[src/rtl/cdsr_pkg.sv]
package cdsr_pkg;

    // configuration register indexes
    localparam logic [2:0] CFG_MIN_DUTY      = 3'd0;
    localparam logic [2:0] CFG_MAX_DUTY      = 3'd1;
    localparam logic [2:0] CFG_MAX_CURRENT   = 3'd2;
    localparam logic [2:0] CFG_MIN_VOLTAGE   = 3'd3;
    localparam logic [2:0] CFG_CRITICAL_TEMP = 3'd4;
    localparam logic [2:0] CFG_RAMP_DIVIDER  = 3'd5;
    localparam logic [2:0] CFG_PWM_PERIOD    = 3'd6;

    // configuration reset values
    localparam logic [6:0]  RST_MIN_DUTY      = 7'd10;
    localparam logic [6:0]  RST_MAX_DUTY      = 7'd90;
    localparam logic [7:0]  RST_MAX_CURRENT   = 8'd100;
    localparam logic [7:0]  RST_MIN_VOLTAGE   = 8'd30;
    localparam logic [7:0]  RST_CRITICAL_TEMP = 8'd60;
    localparam logic [7:0]  RST_RAMP_DIVIDER  = 8'd3;
    localparam logic [15:0] RST_PWM_PERIOD    = 16'd250;

    // duty constants
    localparam logic [6:0] DUTY_FULL    = 7'd100;
    localparam logic [8:0] RAMP_MARGIN  = 9'd5;
    localparam logic [6:0] BACKOFF_STEP = 7'd2;

    // divide by 100 as multiply by reciprocal, exact for products below 2^23
    localparam int          DIV_SHIFT = 30;
    localparam logic [23:0] DIV_MULT  = 24'd10737419;
    localparam int          PROD_W    = 23;

    typedef struct packed {
        logic [6:0]  min_duty;
        logic [6:0]  max_duty;
        logic [7:0]  max_current;
        logic [7:0]  min_voltage;
        logic [7:0]  critical_temp;
        logic [7:0]  ramp_divider;
        logic [15:0] pwm_period;
    } t_cfg;

    typedef struct packed {
        logic [7:0] request_duty;
        logic       on_switch;
        logic       deadman_switch;
        logic [7:0] current_level;
        logic [7:0] voltage_level;
        logic [7:0] temperature_level;
    } t_in;

    typedef struct packed {
        logic [6:0]  duty_now;
        logic [15:0] compare_level;
        logic        running;
        logic        drive_gate;
        logic        full_on;
        logic        temp_warning;
    } t_out;

    // control stage result handed to the compare scaler
    typedef struct packed {
        logic [6:0] duty_now;
        logic       running;
        logic       drive_gate;
        logic       full_on;
        logic       temp_warning;
        logic [6:0] cmp_arg;
        logic       cmp_upd;
    } t_ctrl_res;

endpackage

[src/rtl/cdsr_ctrl.sv]
module cdsr_ctrl (
    input  logic               i_clk,
    input  logic               i_rst_n,
    input  cdsr_pkg::t_cfg     i_cfg,
    input  logic               i_valid,
    input  cdsr_pkg::t_in      i_item,
    output logic               o_stall,
    output logic               o_valid,
    output cdsr_pkg::t_ctrl_res o_res,
    input  logic               i_ready
);

    typedef struct packed {
        logic [6:0] duty;
        logic       upd;
    } t_set;

    // duty setter: clamp below min to zero, above max to full
    function automatic t_set f_set(input logic [7:0] v, input logic [6:0] mn,
                                   input logic [6:0] mx);
        t_set s;
        s.upd = 1'b0;
        if (v < {1'b0, mn}) begin
            s.duty = '0;
        end else if (v > {1'b0, mx}) begin
            s.duty = cdsr_pkg::DUTY_FULL;
        end else begin
            s.duty = v[6:0];
            s.upd  = 1'b1;
        end
        return s;
    endfunction

    logic [6:0] r_duty;
    logic       r_run;
    logic [7:0] r_rc;
    logic       r_warn;
    logic       r_valid;
    cdsr_pkg::t_ctrl_res r_res;

    logic [6:0] n_duty;
    logic       n_run;
    logic [7:0] n_rc;
    logic       n_warn;
    cdsr_pkg::t_ctrl_res n_res;

    logic       ready_a;
    logic       accept;
    logic       both_on;
    logic [7:0] req;
    logic [6:0] d1;
    logic [7:0] ramp_arg;
    logic [7:0] back_arg;
    logic       req_hi;
    t_set       s1;
    t_set       s2;

    assign ready_a = !r_valid || i_ready;
    assign accept  = i_valid && ready_a;
    assign o_stall = !ready_a;
    assign o_valid = r_valid;
    assign o_res   = r_res;

    // one tick of the duty controller
    always_comb begin
        both_on  = i_item.on_switch && i_item.deadman_switch;
        req      = i_item.request_duty;
        req_hi   = {1'b0, req} > ({2'b0, i_cfg.min_duty} + cdsr_pkg::RAMP_MARGIN);
        ramp_arg = (r_duty == 7'd0) ? {1'b0, i_cfg.min_duty} : ({1'b0, r_duty} + 8'd1);
        n_rc     = r_rc;
        s1.duty  = r_duty;
        s1.upd   = 1'b0;
        s2       = '0;

        // run latch
        if (!both_on) begin
            n_run = 1'b0;
        end else if (req < {1'b0, i_cfg.min_duty} && !r_run) begin
            n_run = 1'b1;
        end else begin
            n_run = r_run;
        end

        // soft-start ramp, immediate follow down, drive off
        if (n_run) begin
            if ({1'b0, r_duty} != req) begin
                if (req > {1'b0, r_duty} && req_hi) begin
                    if (r_rc == i_cfg.ramp_divider) begin
                        s1   = f_set(ramp_arg, i_cfg.min_duty, i_cfg.max_duty);
                        n_rc = '0;
                    end else begin
                        n_rc = r_rc + 8'd1;
                    end
                end else if (req < {1'b0, r_duty}) begin
                    s1 = f_set(req, i_cfg.min_duty, i_cfg.max_duty);
                end
            end
        end else if (r_duty != 7'd0) begin
            s1 = f_set(8'd0, i_cfg.min_duty, i_cfg.max_duty);
        end
        d1 = s1.duty;

        // over-current or under-voltage back-off
        if (d1 == cdsr_pkg::DUTY_FULL) begin
            back_arg = {1'b0, i_cfg.max_duty};
        end else if (d1 < cdsr_pkg::BACKOFF_STEP) begin
            back_arg = '0;
        end else begin
            back_arg = {1'b0, d1 - cdsr_pkg::BACKOFF_STEP};
        end
        n_duty = d1;
        if (d1 >= i_cfg.min_duty && (i_item.current_level > i_cfg.max_current
                || i_item.voltage_level < i_cfg.min_voltage)) begin
            s2     = f_set(back_arg, i_cfg.min_duty, i_cfg.max_duty);
            n_duty = s2.duty;
        end

        // temperature warning with hold at threshold
        if (i_item.temperature_level > i_cfg.critical_temp) begin
            n_warn = 1'b1;
        end else if (i_item.temperature_level < i_cfg.critical_temp) begin
            n_warn = 1'b0;
        end else begin
            n_warn = r_warn;
        end

        // result item, compare argument from the last in-band setting
        n_res.duty_now     = n_duty;
        n_res.running      = n_run;
        n_res.drive_gate   = (n_duty != 7'd0) && both_on;
        n_res.full_on      = (n_duty == cdsr_pkg::DUTY_FULL);
        n_res.temp_warning = n_warn;
        n_res.cmp_upd      = s1.upd || s2.upd;
        n_res.cmp_arg      = s2.upd ? s2.duty : s1.duty;
    end

    // controller state
    always_ff @(posedge i_clk) begin
        if (!i_rst_n) begin
            r_duty <= '0;
            r_run  <= 1'b0;
            r_rc   <= '0;
            r_warn <= 1'b0;
        end else if (accept) begin
            r_duty <= n_duty;
            r_run  <= n_run;
            r_rc   <= n_rc;
            r_warn <= n_warn;
        end
    end

    // stage register toward the scaler
    always_ff @(posedge i_clk) begin
        if (!i_rst_n) begin
            r_valid <= 1'b0;
        end else if (ready_a) begin
            r_valid <= accept;
        end
    end

    always_ff @(posedge i_clk) begin
        if (accept) begin
            r_res <= n_res;
        end
    end

endmodule

[src/rtl/cdsr_scale.sv]
module cdsr_scale (
    input  logic                i_clk,
    input  logic                i_rst_n,
    input  logic [15:0]         i_period,
    input  logic                i_valid,
    input  cdsr_pkg::t_ctrl_res i_res,
    output logic                o_ready,
    output logic                o_valid,
    output cdsr_pkg::t_out      o_item,
    input  logic                i_stall
);

    localparam int QW = 2 * cdsr_pkg::PROD_W + 1 - cdsr_pkg::DIV_SHIFT;

    logic                               r_vb;
    logic [cdsr_pkg::PROD_W-1:0]        r_prod;
    cdsr_pkg::t_ctrl_res                r_res_b;
    logic                               r_vc;
    cdsr_pkg::t_out                     r_out;
    logic [15:0]                        r_cmp;

    logic                               ready_b;
    logic                               ready_c;
    logic [cdsr_pkg::PROD_W+23:0]       recip;
    logic [QW-1:0]                      quot;
    logic [15:0]                        sat;
    logic [15:0]                        n_cmp;

    assign ready_c = !r_vc || !i_stall;
    assign ready_b = !r_vb || ready_c;
    assign o_ready = ready_b;
    assign o_valid = r_vc;
    assign o_item  = r_out;

    // stage b: duty times period
    always_ff @(posedge i_clk) begin
        if (!i_rst_n) begin
            r_vb <= 1'b0;
        end else if (ready_b) begin
            r_vb <= i_valid;
        end
    end

    always_ff @(posedge i_clk) begin
        if (ready_b && i_valid) begin
            r_prod  <= cdsr_pkg::PROD_W'({16'd0, i_res.cmp_arg} * {7'd0, i_period});
            r_res_b <= i_res;
        end
    end

    // stage c: divide by 100 through the reciprocal, saturate to 16 bits
    always_comb begin
        recip = {24'd0, r_prod} * {{cdsr_pkg::PROD_W{1'b0}}, cdsr_pkg::DIV_MULT};
        quot  = recip[cdsr_pkg::DIV_SHIFT +: QW];
        sat   = (quot[QW-1:16] != '0) ? 16'hFFFF : quot[15:0];
        n_cmp = r_res_b.cmp_upd ? sat : r_cmp;
    end

    always_ff @(posedge i_clk) begin
        if (!i_rst_n) begin
            r_vc  <= 1'b0;
            r_cmp <= '0;
        end else if (ready_c) begin
            r_vc <= r_vb;
            if (r_vb) begin
                r_cmp <= n_cmp;
            end
        end
    end

    always_ff @(posedge i_clk) begin
        if (ready_c && r_vb) begin
            r_out.duty_now      <= r_res_b.duty_now;
            r_out.compare_level <= n_cmp;
            r_out.running       <= r_res_b.running;
            r_out.drive_gate    <= r_res_b.drive_gate;
            r_out.full_on       <= r_res_b.full_on;
            r_out.temp_warning  <= r_res_b.temp_warning;
        end
    end

endmodule

[src/rtl/chopper_duty_soft_start_ramp.sv]
// path: an accepted input item passes the control stage register, stage b and the output register
// throughput: one item per cycle while the output is not stalled; duty, run latch and ramp state update per item
// the compare level follows through a multiply stage and a reciprocal-multiply stage
// reset: synchronous active low; clears duty, compare level, run latch, ramp count,
// warning flag and all stage valids, and loads the configuration defaults
module chopper_duty_soft_start_ramp (
    input  logic           i_clk,
    input  logic           i_rst_n,
    input  logic           i_in_valid,
    output logic           o_in_stall,
    input  cdsr_pkg::t_in  i_in_item,
    output logic           o_out_valid,
    input  logic           i_out_stall,
    output cdsr_pkg::t_out o_out_item,
    input  logic           i_cfg_valid,
    output logic           o_cfg_ready,
    input  logic [2:0]     i_cfg_index,
    input  logic [15:0]    i_cfg_data
);

    cdsr_pkg::t_cfg      r_cfg;
    logic                a_valid;
    cdsr_pkg::t_ctrl_res a_res;
    logic                b_ready;

    assign o_cfg_ready = 1'b1;

    // configuration registers
    always_ff @(posedge i_clk) begin
        if (!i_rst_n) begin
            r_cfg.min_duty      <= cdsr_pkg::RST_MIN_DUTY;
            r_cfg.max_duty      <= cdsr_pkg::RST_MAX_DUTY;
            r_cfg.max_current   <= cdsr_pkg::RST_MAX_CURRENT;
            r_cfg.min_voltage   <= cdsr_pkg::RST_MIN_VOLTAGE;
            r_cfg.critical_temp <= cdsr_pkg::RST_CRITICAL_TEMP;
            r_cfg.ramp_divider  <= cdsr_pkg::RST_RAMP_DIVIDER;
            r_cfg.pwm_period    <= cdsr_pkg::RST_PWM_PERIOD;
        end else if (i_cfg_valid && o_cfg_ready) begin
            case (i_cfg_index)
                cdsr_pkg::CFG_MIN_DUTY:      r_cfg.min_duty      <= i_cfg_data[6:0];
                cdsr_pkg::CFG_MAX_DUTY:      r_cfg.max_duty      <= i_cfg_data[6:0];
                cdsr_pkg::CFG_MAX_CURRENT:   r_cfg.max_current   <= i_cfg_data[7:0];
                cdsr_pkg::CFG_MIN_VOLTAGE:   r_cfg.min_voltage   <= i_cfg_data[7:0];
                cdsr_pkg::CFG_CRITICAL_TEMP: r_cfg.critical_temp <= i_cfg_data[7:0];
                cdsr_pkg::CFG_RAMP_DIVIDER:  r_cfg.ramp_divider  <= i_cfg_data[7:0];
                cdsr_pkg::CFG_PWM_PERIOD:    r_cfg.pwm_period    <= i_cfg_data;
                default: ;
            endcase
        end
    end

    // duty controller
    cdsr_ctrl u_ctrl (
        .i_clk   (i_clk),
        .i_rst_n (i_rst_n),
        .i_cfg   (r_cfg),
        .i_valid (i_in_valid),
        .i_item  (i_in_item),
        .o_stall (o_in_stall),
        .o_valid (a_valid),
        .o_res   (a_res),
        .i_ready (b_ready)
    );

    // compare level scaler and output register
    cdsr_scale u_scale (
        .i_clk    (i_clk),
        .i_rst_n  (i_rst_n),
        .i_period (r_cfg.pwm_period),
        .i_valid  (a_valid),
        .i_res    (a_res),
        .o_ready  (b_ready),
        .o_valid  (o_out_valid),
        .o_item   (o_out_item),
        .i_stall  (i_out_stall)
    );

endmodule

[config.mk]
export PLATFORM = sky130hd
export DESIGN_NAME = chopper_duty_soft_start_ramp
export DESIGN_NICKNAME = d
export VERILOG_FILES = /design/src/rtl/cdsr_pkg.sv /design/src/rtl/cdsr_ctrl.sv /design/src/rtl/cdsr_scale.sv /design/src/rtl/chopper_duty_soft_start_ramp.sv
export SDC_FILE = /design/constraint.sdc
export NUM_CORES = 1
export LEC_CHECK = 0
export ABC_AREA = 1
export BUFFER_PORTS_ARGS = -buffer_cell sky130_fd_sc_hd__buf_2
export CORE_MARGIN = 5
export CORE_UTILIZATION = 70
export DETAILED_ROUTE_END_ITERATION = 8
export HOLD_SLACK_MARGIN = 0.08
export PLACE_DENSITY = 0.9
export SYNTH_ARGS = -nofsm -noshare
export SYNTH_HDL_FRONTEND = slang
export SYNTH_SLANG_ARGS = --single-unit
export TNS_END_PERCENT = 5
[constraint.sdc]
create_clock -name i_clk -period 11.2 [get_ports i_clk]
set_input_delay 2.24 -clock i_clk [delete_from_list [all_inputs] [get_ports i_clk]]
set_output_delay 2.24 -clock i_clk [all_outputs]
set_load 0.05 [all_outputs]
==> results of run 1 <==
metrics by stage:
| step | instance area (µm²) | instances | hold slack, ns | setup WS (ns) | util |
|---|---|---|---|---|---|
| 6_report | 23170 | 2946 | 0.4154 | 3.145 | 0.7555 |
| 3_3_place_gp | 22580 | 2914 | 0.4040 | 3.620 | 0.7363 |
| 2_1_floorplan | 21830 | 2480 | 0.4003 | 4.556 | - |
| 5_1_grt | 23170 | 2946 | 0.4202 | 2.650 | 0.7555 |
| 3_5_place_dp | 22580 | 2914 | 0.4045 | 3.348 | 0.7363 |
| 4_1_cts | 23170 | 2946 | 0.4170 | 3.257 | 0.7555 |
registers in the layout (all words and copies together) (netlist names), 7 cells and up:
name / flops
r_cfg: 62
u_ctrl.o_res: 19
u_ctrl.r_duty: 7
u_ctrl.r_rc: 8
u_scale.o_item: 27
u_scale.r_cmp: 16
u_scale.r_prod: 23
u_scale.r_res_b: 12
cell usage after synthesis, drive strengths merged:
master and instances:
o21a 5, nand4 15, a22oi 4, or2 9, xor2 36, nor4 2
dfxtp 98, nand3 57, a211oi 1, xnor2 13, o22ai 3, and3 4
a31o 1, edfxtp 81, o2111ai 2, o221ai 1, nor3 14, inv 558
fa 265, a21boi 1, conb 1, a221oi 2, a32oi 2, clkbuf 46
o21bai 1, o21ai 141, a31oi 2, a21oi 165, o41ai 1, buf 6
nor2 145, o31ai 4, ha 370, o211ai 26, o311ai 1, clkinv 3
a21o 6, nand2 385, nor3b 3
cell type report:
type,instances,share of cell area
tap,396,0.02138
sequential,179,0.1896
clock inverter,15,0.007128
timing repair buffer,90,0.01987
inverter,561,0.09093
multi-input combinational,1688,0.6527
clock buffer,17,0.01836
worst max-delay path by stage:
stage / from / to / slack, ns / depth (start not counted)
after floorplan: u_scale.r_prod[5] / u_scale.o_item[10] / 4.56 / 33
after global placement: u_scale.r_prod[5] / u_scale.o_item[9] / 3.62 / 32
after detailed placement: u_scale.r_prod[6] / u_scale.o_item[7] / 3.35 / 32
after CTS: u_scale.r_prod[5] / u_scale.o_item[7] / 3.26 / 32
after global routing: u_scale.r_prod[5] / u_scale.o_item[7] / 2.65 / 32
final: u_scale.r_prod[5] / u_scale.o_item[9] / 3.14 / 32
critical path, delay by kind of cell, from the launching register on:
kind	cells	cell delay, ns
AO/OA/AOI/OAI	4	0.81
adder cells (fa/ha/maj)	8	4.10
buffers and inverters	6	0.50
flip-flops	1	0.53
AND/OR/NAND/NOR	14	1.88
metal layers:
metal	routed length [µm]	vias to the layer above	GRT usage
met3	3739	163	0.05288
met1	21950	8189	0.4123
met4	2030	0	0.1132
met2	26700	744	0.5324
met5	0	-	0
li1	-	7983	-
cell families (layout without fill, tap and decap cells):
logic type               Yosys count  count (layout)  share of synthesized area
XOR/XNOR                          49              49                    0.01966
buffers and inverters            613             683                     0.1065
other                              1               1                  0.0001718
AND/OR/NAND/NOR                  634             634                     0.1230
adder cells (fa/ha/maj)          635             635                     0.4551
AO/OA/AOI/OAI                    369             369                    0.09429
flip-flops                       179             179                     0.2013
==> flow_summary.json, run 1 <==
{
  "grt_overflow_total": 0,
  "initial_core_util": 0.7117,
  "cts_buffers": 17,
  "rr_worst_depth": 32,
  "max_freq_mhz": 124.1,
  "globalplace.congestion": 1.017,
  "ff2ff_setup_slack_ns": 3.14,
  "grt_start_max_net_pins": 78,
  "detailedRoute.firstPassIterationCount": 6,
  "worst_setup_hold_path_clk_slew_ns": 0.08,
  "synthDominantAreaCellType": "fa_1",
  "yosysSeqAreaShare": 0.2013,
  "timing.critical_path.from_type": "flip-flop",
  "wl_um": 54420,
  "post_synth_instance_area_um2": 21830,
  "timing_worst_slew_pin_value_ns": 0.9336,
  "clock_tree.root_cell": "clkbuf_16",
  "layout_worst_path_cycle_share": 0.7192,
  "syn-num-nets": 3173,
  "setup-tns-final_ns": 0,
  "hold_viol_final": 0,
  "worst_path_fanout_max": 13,
  "rsz0062_at_grt": "no",
  "floorplan.die_area_um2": 34820,
  "via_count": 17080,
  "fp.coreArea_um2": 30670,
  "critical_path.max_stage_delay_ns": 0.66,
  "clock_network_latency_to_the_later_pin_of_the_worst_skew_pair_ns": 0.45,
  "cts_resized": 0,
  "wire_length_of_the_first_global_routing_pass_um": 89490,
  "route.detailed.drc": 0,
  "holdBufCountCts": 0,
  "synth.avg_cell_area_um2": 8.802,
  "grt_use_total": 0.3150,
  "h-tree-depth": 4,
  "count_of_fill_cells_added_during_filler_insertion": 2078,
  "viasPerCell": 5.797,
  "hp-start": "u_ctrl.o_res[17]",
  "synth.top_cell.area_share": 0.2430,
  "cts_setup_buffers": 0,
  "die-height_um": 186.6,
  "critPathCaptureType": "flip-flop",
  "min_period_ns": 8.055,
  "finalNetCount": 3230,
  "critPathKind": "flip-flop to flip-flop",
  "rows": 64,
  "final-max-slew-violation-count": 0,
  "critical_path_required_ns": 11.40,
  "cts.path.max_buffers": 2,
  "dp_hpwl_um": 44960,
  "drive_gt1_frac": 0.07098,
  "outcome": "completed",
  "clock_sink_count": 179,
  "detail-route-antenna-nets": 0,
  "timing.hold.worst_path_depth": 0,
  "final-setup-viol-count": 0,
  "worst_r2r_endpoint": "u_scale.o_item[9]",
  "wl_per_cell_um": 18.47,
  "area_delta_synth_final_pct": 6.151,
  "drv_cap": 0,
  "final_common_cell": "inv_1",
  "detailedRoute.firstIterationViolations": 1218,
  "diodes": 0,
  "timing.slew.headroom": 0.3753,
  "multiInputGateArea_um2": 15120,
  "most-common-layout-cells": "inv_1 (547), ha_1 (370), nand2_1 (365)",
  "io-pin-count": 88,
  "setup_skew_ns": 0.02287,
  "path_common_cell": "nand2_1",
  "number_of_global_route_vias_before_repair": 17820,
  "hold-path-endpoint": "u_scale.r_res_b[17]",
  "cts_tree": "done",
  "synth.top_cells.by_area": "fa_1 (24%), ha_1 (21%), edfxtp_1 (11%)",
  "io_buffers": 86,
  "storage_element_area_um2": 4394,
  "floorplan.die.width_um": 186.6,
  "timing.critical_path.arrival_ns": 8.25,
  "crit_path_top_delay_cell": "fa_1",
  "rr_startpoint": "u_scale.r_prod[5]",
  "antenna_violations_before_repair": 0,
  "synth_seq_cells": 179,
  "syn-instance-count": 2480,
  "min_path_type": "flip-flop to flip-flop",
  "synth-warning-count": 0,
  "yosysUniqueCellTypes": 59
}
Power of run 1 is left out: the tool's default activity adds up to more than one toggle a clock period on the data nets, which glitch-free logic cannot reach.
==> run 2: changes to the inputs <==
- CORE_UTILIZATION: 70 -> 65
- PLACE_DENSITY: 0.9 -> 0.84
- clock period: 11.2 -> 7.6 ns (I/O delays scaled with it)
==> flow_summary.json, run 2 (synthesized netlist as in run 1, its figures left out) <==
{
  "worst_setup_hold_path_clk_slew_ns": 0.07,
  "detailedRoute.firstPassIterationCount": 7,
  "setup-tns-final_ns": 0,
  "clock_sink_count": 179,
  "die-height_um": 193.3,
  "cp.buffers_inverters": 7,
  "drive_gt1_frac": 0.07383,
  "timing.slew.headroom": 0.3558,
  "critical_path_required_ns": 7.80,
  "h-tree-depth": 4,
  "cts.path.max_buffers": 2,
  "number_of_global_route_vias_before_repair": 17510,
  "max_freq_mhz": 140.3,
  "rows": 67,
  "critPathKind": "flip-flop to flip-flop",
  "final-max-slew-violation-count": 0,
  "timing.critical_path.arrival_ns": 7.33,
  "timing_worst_slew_pin_value_ns": 0.9627,
  "largest_reg_flops": 62,
  "grt_overflow_total": 0,
  "io-pin-count": 88,
  "initial_core_util": 0.6542,
  "clock_tree.root_cell": "clkbuf_16",
  "floorplan.die.width_um": 193.3,
  "cts_tree": "done",
  "wire_length_of_the_first_global_routing_pass_um": 88750,
  "finalNetCount": 3240,
  "floorplan.die_area_um2": 37350,
  "drv_cap": 0,
  "antenna_violations_before_repair": 0,
  "registers.top_by_ff_count": "r_cfg",
  "critPathTopFamily": "adder cells",
  "route.detailed.drc": 0,
  "layout_worst_path_cycle_share": 0.9381,
  "fp.coreArea_um2": 33360,
  "most-common-layout-cells": "inv_1 (547), ha_1 (370), nand2_1 (365)",
  "cts_buffers": 17,
  "wl_per_cell_um": 17.86,
  "diodes": 0,
  "area_delta_synth_final_pct": 6.798,
  "outcome": "completed",
  "final-setup-viol-count": 0,
  "min_path_type": "flip-flop to flip-flop",
  "final_common_cell": "inv_1",
  "timing.critical_path.from_type": "flip-flop",
  "clock_network_latency_to_the_later_pin_of_the_worst_skew_pair_ns": 0.45,
  "min_period_ns": 7.129,
  "detail-route-antenna-nets": 0,
  "path_common_cell": "nand2_1",
  "detailedRoute.firstIterationViolations": 1159,
  "globalplace.congestion": 1.047,
  "rsz0062_at_grt": "no",
  "crit_path_top_delay_cell": "fa_1",
  "wl_um": 53730,
  "grt_start_max_net_pins": 78,
  "setup_skew_ns": 0.01876,
  "critical_path.max_stage_delay_ns": 0.61,
  "critPathCaptureType": "flip-flop",
  "hold_viol_final": 0,
  "worst_path_fanout_max": 13,
  "dp_hpwl_um": 44690,
  "viasPerCell": 5.644,
  "grt_use_total": 0.2909,
  "via_count": 16980,
  "io_buffers": 86
}
## run 2: cell count changes in the layout (fill, tap and decap cells not counted), sizes merged
cell / change
clkinvlp: +1
inv: -2
buf: +10
bufinv: +2
clkbuf: +2
clkinv: -3
## run 2: area by class of cell
class	instances	area [µm²]
Clock buffer	19	442.9
Clock inverter	13	148.9
Fill cell	2575	10050
Inverter	561	2107
Multi-Input combinational cell	1688	15120
Sequential cell	179	4394
Tap cell	448	560.5
Timing Repair Buffer	100	535.5
## run 2: stage by stage
stage | area (µm²) | setup slack (ns) | utilization | cells | hold slack, ns
floorplan | 21830 | 0.9561 | - | 2480 | 0.4003
global placement | 22670 | 0.5133 | 0.6794 | 2969 | 0.4027
detailed placement | 22670 | 0.4026 | 0.6794 | 2969 | 0.4054
CTS | 23260 | 0.3666 | 0.6971 | 3001 | 0.4209
global route | 23310 | 0.07566 | 0.6987 | 3008 | 0.4277
finish | 23310 | 0.4705 | 0.6987 | 3008 | 0.4218
## run 2: worst paths after layout
check                                        from                  end  slack, ns  cells after the start
worst max-delay path            u_scale.r_prod[6]    u_scale.o_item[7]       0.47                     33
worst min-delay path             u_ctrl.o_res[18]  u_scale.r_res_b[18]       0.42                      0
worst max register to register  u_scale.r_prod[6]    u_scale.o_item[7]       0.47                     33
worst min register to register   u_ctrl.o_res[18]  u_scale.r_res_b[18]       0.42                      0
## run 2: worst reg2reg max path, delay by kind of cell, from the launching register on
kind,cells,cell delay (ns)
and+or+nand+nor,14,1.19
adders and majority gates,8,4.03
AOI/OAI and AO/OA,4,0.60
DFF,1,0.51
buffers and inverters,7,0.56
## run 2: per-layer routing
metal,share of wire,GRT usage
met2,0.50,0.5068
met4,0.028,0.08497
met5,0,0
met3,0.053,0.03427
met1,0.42,0.3857
## run 2: timing repair
action | 4_1_cts | 5_1_grt
hold buffers | 0 | 0
buffers inserted | 0 | 7
resized for setup | 0 | 1
setup endpoints to repair | 0 | 14
Power of run 2 is left out for the same reason.
